**src/rtl/cect_pkg.sv**
```systemverilog
// ----------------------------------------------------------------------------
// cect_pkg
// Shared types and codes for the coalescing event counter table.
// ----------------------------------------------------------------------------
`default_nettype none

package cect_pkg;

  // Operation carried in in_tuser
  localparam logic OP_RECORD = 1'b0;
  localparam logic OP_READ   = 1'b1;

  // Result status carried in out_tuser
  localparam logic [2:0] ST_COALESCED = 3'd0;
  localparam logic [2:0] ST_NEW       = 3'd1;
  localparam logic [2:0] ST_DROPPED   = 3'd2;
  localparam logic [2:0] ST_READ_OK   = 3'd3;
  localparam logic [2:0] ST_READ_OOR  = 3'd4;

  localparam int IN_DATA_W  = 240;
  localparam int OUT_DATA_W = 312;

  // Coalescing key: event kind plus three arguments
  typedef struct packed {
    logic [63:0] arg2;
    logic [63:0] arg1;
    logic [63:0] arg0;
    logic [9:0]  syscall_number;
  } key_t;

  // One queued request between the front and the back
  typedef struct packed {
    logic        op;
    key_t        key;
    logic [21:0] caller_id;
    logic [8:0]  read_index;
  } req_t;

  // One result word
  typedef struct packed {
    logic [2:0]  status;
    logic [8:0]  entry_index;
    logic [31:0] entry_count;
    logic [9:0]  occupied;
    logic [31:0] dropped_total;
    logic [9:0]  entry_syscall;
    logic [63:0] entry_arg0;
    logic [63:0] entry_arg1;
    logic [63:0] entry_arg2;
    logic [21:0] entry_caller;
  } res_t;

  // Queue head as seen by the back
  typedef struct packed {
    logic valid;
    req_t req;
  } qhead_t;

endpackage

`default_nettype wire

```
**src/rtl/cect_front.sv**
```systemverilog
// ----------------------------------------------------------------------------
// cect_front
// Accepts input words, splits them into requests and queues them.
// ----------------------------------------------------------------------------
`default_nettype none

module cect_front (
  input  wire                             clk,
  input  wire                             rst_n,
  input  wire                             in_tvalid,
  output logic                            in_tready,
  input  wire  [cect_pkg::IN_DATA_W-1:0]  in_tdata,
  input  wire                             in_tuser,
  output cect_pkg::qhead_t                head,
  input  wire                             pop
);

  cect_pkg::req_t fifo_q [2];
  cect_pkg::req_t in_req;
  logic           wr_ptr_r, wr_ptr_nxt;
  logic           rd_ptr_r, rd_ptr_nxt;
  logic [1:0]     cnt_r, cnt_nxt;
  logic           push;

  // Unpack the input word
  always_comb begin
    in_req                    = '0;
    in_req.op                 = in_tuser;
    in_req.key.syscall_number = in_tdata[9:0];
    in_req.key.arg0           = in_tdata[73:10];
    in_req.key.arg1           = in_tdata[137:74];
    in_req.key.arg2           = in_tdata[201:138];
    in_req.caller_id          = in_tdata[223:202];
    in_req.read_index         = in_tdata[232:224];
  end

  assign in_tready  = (cnt_r != 2'd2);
  assign push       = in_tvalid && in_tready;
  assign head.valid = (cnt_r != 2'd0);
  assign head.req   = fifo_q[rd_ptr_r];

  always_comb begin
    wr_ptr_nxt = wr_ptr_r ^ push;
    rd_ptr_nxt = rd_ptr_r ^ pop;
    cnt_nxt    = cnt_r + {1'b0, push} - {1'b0, pop};
  end

  always_ff @(posedge clk) begin
    if (!rst_n) begin
      wr_ptr_r <= 1'b0;
      rd_ptr_r <= 1'b0;
      cnt_r    <= 2'd0;
    end else begin
      wr_ptr_r <= wr_ptr_nxt;
      rd_ptr_r <= rd_ptr_nxt;
      cnt_r    <= cnt_nxt;
    end
  end

  always_ff @(posedge clk) begin
    if (push) begin
      fifo_q[wr_ptr_r] <= in_req;
    end
  end

endmodule

`default_nettype wire

```
**config.mk**
```make
export PLATFORM = sky130hd
export DESIGN_NAME = cect_front
export DESIGN_NICKNAME = d
export VERILOG_FILES = /design/src/rtl/cect_pkg.sv /design/src/rtl/cect_front.sv
export SDC_FILE = /design/constraint.sdc
export NUM_CORES = 1
export LEC_CHECK = 0
export BUFFER_PORTS_ARGS = -buffer_cell sky130_fd_sc_hd__buf_2
export CORE_MARGIN = 4
export CORE_UTILIZATION = 40
export DETAILED_ROUTE_END_ITERATION = 16
export GPL_ROUTABILITY_DRIVEN = 0
export GPL_TIMING_DRIVEN = 0
export PLACE_DENSITY = 0.65
export SETUP_SLACK_MARGIN = 0.15
export SLEW_MARGIN = 20
export SYNTH_ARGS = -nofsm -noshare
export SYNTH_HDL_FRONTEND = slang
export SYNTH_SLANG_ARGS = --single-unit
```
**constraint.sdc**
```tcl
create_clock -name clk -period 19.95 [get_ports clk]
set_input_delay 1.995 -clock clk [delete_from_list [all_inputs] [get_ports clk]]
set_output_delay 1.995 -clock clk [all_outputs]
set_load 0.01 [all_outputs]
```
==> out/metrics.cfg <==
[worst_setup_path]
reg2regPathDepth=7
crit_required_ps=17950
r2r_setup_slack_ps=17510
critPathMostFrequentCell=buf_6
timing.critical_path.from_type=register
arrival_ps=2000
worstSetupEndpointType=primary output
critPathMaxStageDelay_ps=330
worst_r2r_startpoint=cnt_r[0]
worst_path_max_delay_cell=mux2_4
worst-setup-path-type=reg2out
worst-path-max-fanout=10
regToRegEndpoint=fifo_q[1][228]
worstPathCellList=buf_6, buf_6, buf_6, mux2_4, buf_2

[place]
port-buffer-count=473
place.detailed.hpwl_mm=28.4
dpl-instance-area_um2=21300

[layout]
num-fill-cells=3513
area_growth_syn_to_layout_pct=29.5
design_area_um2=23000
final_cell_mix=buf_2, edfxtp_1, mux2_4, mux2_2, clkbuf_16
final_common_cell=buf_2
finish.net_count=1540
post_route_cells_drive_above_1_share_pct=62.6

[pwr]
power.density_nw_per_um2=110
power.total_w=0.00254
power_leakage_nw=8.97
vdd_ir_drop_max_v=0.0000772

[job]
drv_cap=0

[timing]
final_hold_slack_ps=575
unrepaired_setup_endpoints_after_global_routing=false
fmax_mhz=250
slew-limit-headroom_pct=57.2
worst_pin_slew_ps=641
clk_skew_ps=9.18
final_layout_setup_total_negative_slack_ps=0
drv_slew=0
final_report_setup_violation_count=0
min_period_over_period_pct=20.0
finalCriticalPeriod_ps=4000
finalHoldViolations=0

[logic_synthesis]
area_contributors_post_synth=edfxtp_1, mux2_4, mux2_2
synth_top_area_share_pct=79.1
ys_types=20
yosys_warnings=0
post_synthesis_average_cell_area_um2=23.6
post_synth_instance_area_um2=17800
syn-instance-count=753
synth-seq-area-share_pct=79.6
yosysTopAreaCell=edfxtp_1
postSynthRegisterBits=473
synth_nets=1000

[clocking]
clockRootBuffer=clkbuf_16
cts_sinks=473
htree_num_levels=2
clock_tree_from_tritoncts=done
postCtsResizedCells=0
ctsHoldBuffers=0
clk_latency_ps=570
clkTransAtPathRegs_ps=60
maximum_clock_insertion_buffer_count=3
cts_post_setup_buffers_inserted=0
numCtsBuffers=49

[die]
die_width_um=219
top_level_ports=481
fp.dieH_um=219
core_area_um2=43500
floorplan.rows=76
initial_utilization_pct=40.9
dieArea_um2=47900

[global_route]
antenna_violations_before_repair=14
grt_pass1_vias=9496
global_route.usage.total_pct=15.6
grt.overflow.total=0
grt_start_max_net_pins=51
grt_first_pass_wirelength_mm=56.6

[route]
detailedRoute.firstIterationViolations=566
vias_per_cell=4.67
wl_mm=39.2
first_pass_iters=4
overall_via_count_from_detail_route=9018
route.detailed.wl_per_inst_um=20.3
detail_route.drc_violations=0
detail-route-antenna-nets=0

[hold_path]
holdCritStartpoint=rd_ptr_r
number_of_stages_on_the_worst_hold_path=2
holdCritPathClass=reg2reg

[status]
result_of_the_run=completed

[cell type report]
| class | instances | area, µm² | share of cell area (%) |
|---|---|---|---|
| clock inverters | 31 | 347 | 1.51 |
| diodes | 13 | 32.5 | 0.141 |
| plain buffers | 26 | 249 | 1.08 |
| flip-flops and latches | 473 | 14200 | 61.5 |
| well taps | 585 | 732 | 3.18 |
| inverters | 2 | 7.51 | 0.0326 |
| clock buffers | 61 | 1350 | 5.88 |
| multi-input cells | 252 | 3390 | 14.7 |
| repair buffers | 489 | 2760 | 12.0 |
[worst max-delay path, delay by kind of cell, from the launching register on]
kind                   cells  cell delay (ps)
buffers and inverters      4              780
DFF                        1              320
muxes                      1              330
[power breakdown]
| group | leakage [nW] | switching, W | internal [W] | total (W) |
|---|---|---|---|---|
| sequential | 4.41 | 0.0000204 | 0.00120 | 0.00122 |
| combinational | 3.73 | 0.000192 | 0.000182 | 0.000375 |
| clock | 0.834 | 0.000370 | 0.000573 | 0.000943 |
[through the flow]
| step | utilization, % | setup slack (ps) | instances |
|---|---|---|---|
| after CTS | 52.9 | 15840 | 1919 |
| after global routing | 52.9 | 15830 | 1926 |
| after detailed placement | 49.0 | 15920 | 1827 |
| final | 53.0 | 15950 | 1932 |
| after global placement | 48.0 | 1150 | 1811 |
| after floorplan | - | 7340 | 753 |
[kinds of logic after synthesis]
family                   synth area share [%]
buffers and inverters                    1.44
XOR/XNOR                               0.0986
adder cells (fa/ha/maj)                 0.141
AO/OA/AOI/OAI                          0.0844
flip-flops                               79.6
AND/OR/NAND/NOR                         0.352
multiplexers                             18.3
[cell usage after synthesis, drive strengths merged]
master,count
xor2,1
edfxtp,468
nor2,1
a21oi,1
mux2i,1
nor2b,1
nand2b,2
a21bo,1
nand2,2
xnor2,1
inv,2
ha,2
dfxtp,5
nor3b,1
mux2,234
or2,1
buf,26
and2,3
[worst max-delay path by stage]
| stage | startpoint | endpoint | slack (ps) | cells after the start |
|---|---|---|---|---|
| 3_3_place_gp | in_tvalid | fifo_q[1][232] | 1150 | 3 |
| 6_report | register | head[105] | 15950 | 5 |
| 3_5_place_dp | in_tvalid | fifo_q[1][228] | 15920 | 7 |
| 2_1_floorplan | in_tvalid | fifo_q[1][0] | 7340 | 2 |
| 5_1_grt | register | head[105] | 15830 | 5 |
| 4_1_cts | register | head[105] | 15840 | 5 |
[state kept, by name, indices dropped and copies added, names as in the netlist, named ones only]
signal / count
rd_ptr_r: 1
wr_ptr_r: 1
fifo_q: 468
cnt_r: 2
[layer usage]
layer  global-route usage (%)  part of all wire, %
met1                     17.3                   37
met2                     27.7                   53
met3                     5.66                  8.1
met4                     5.35                  2.4
met5                        0                 0.15
No activity file was read; power rests on OpenSTA's default activity.
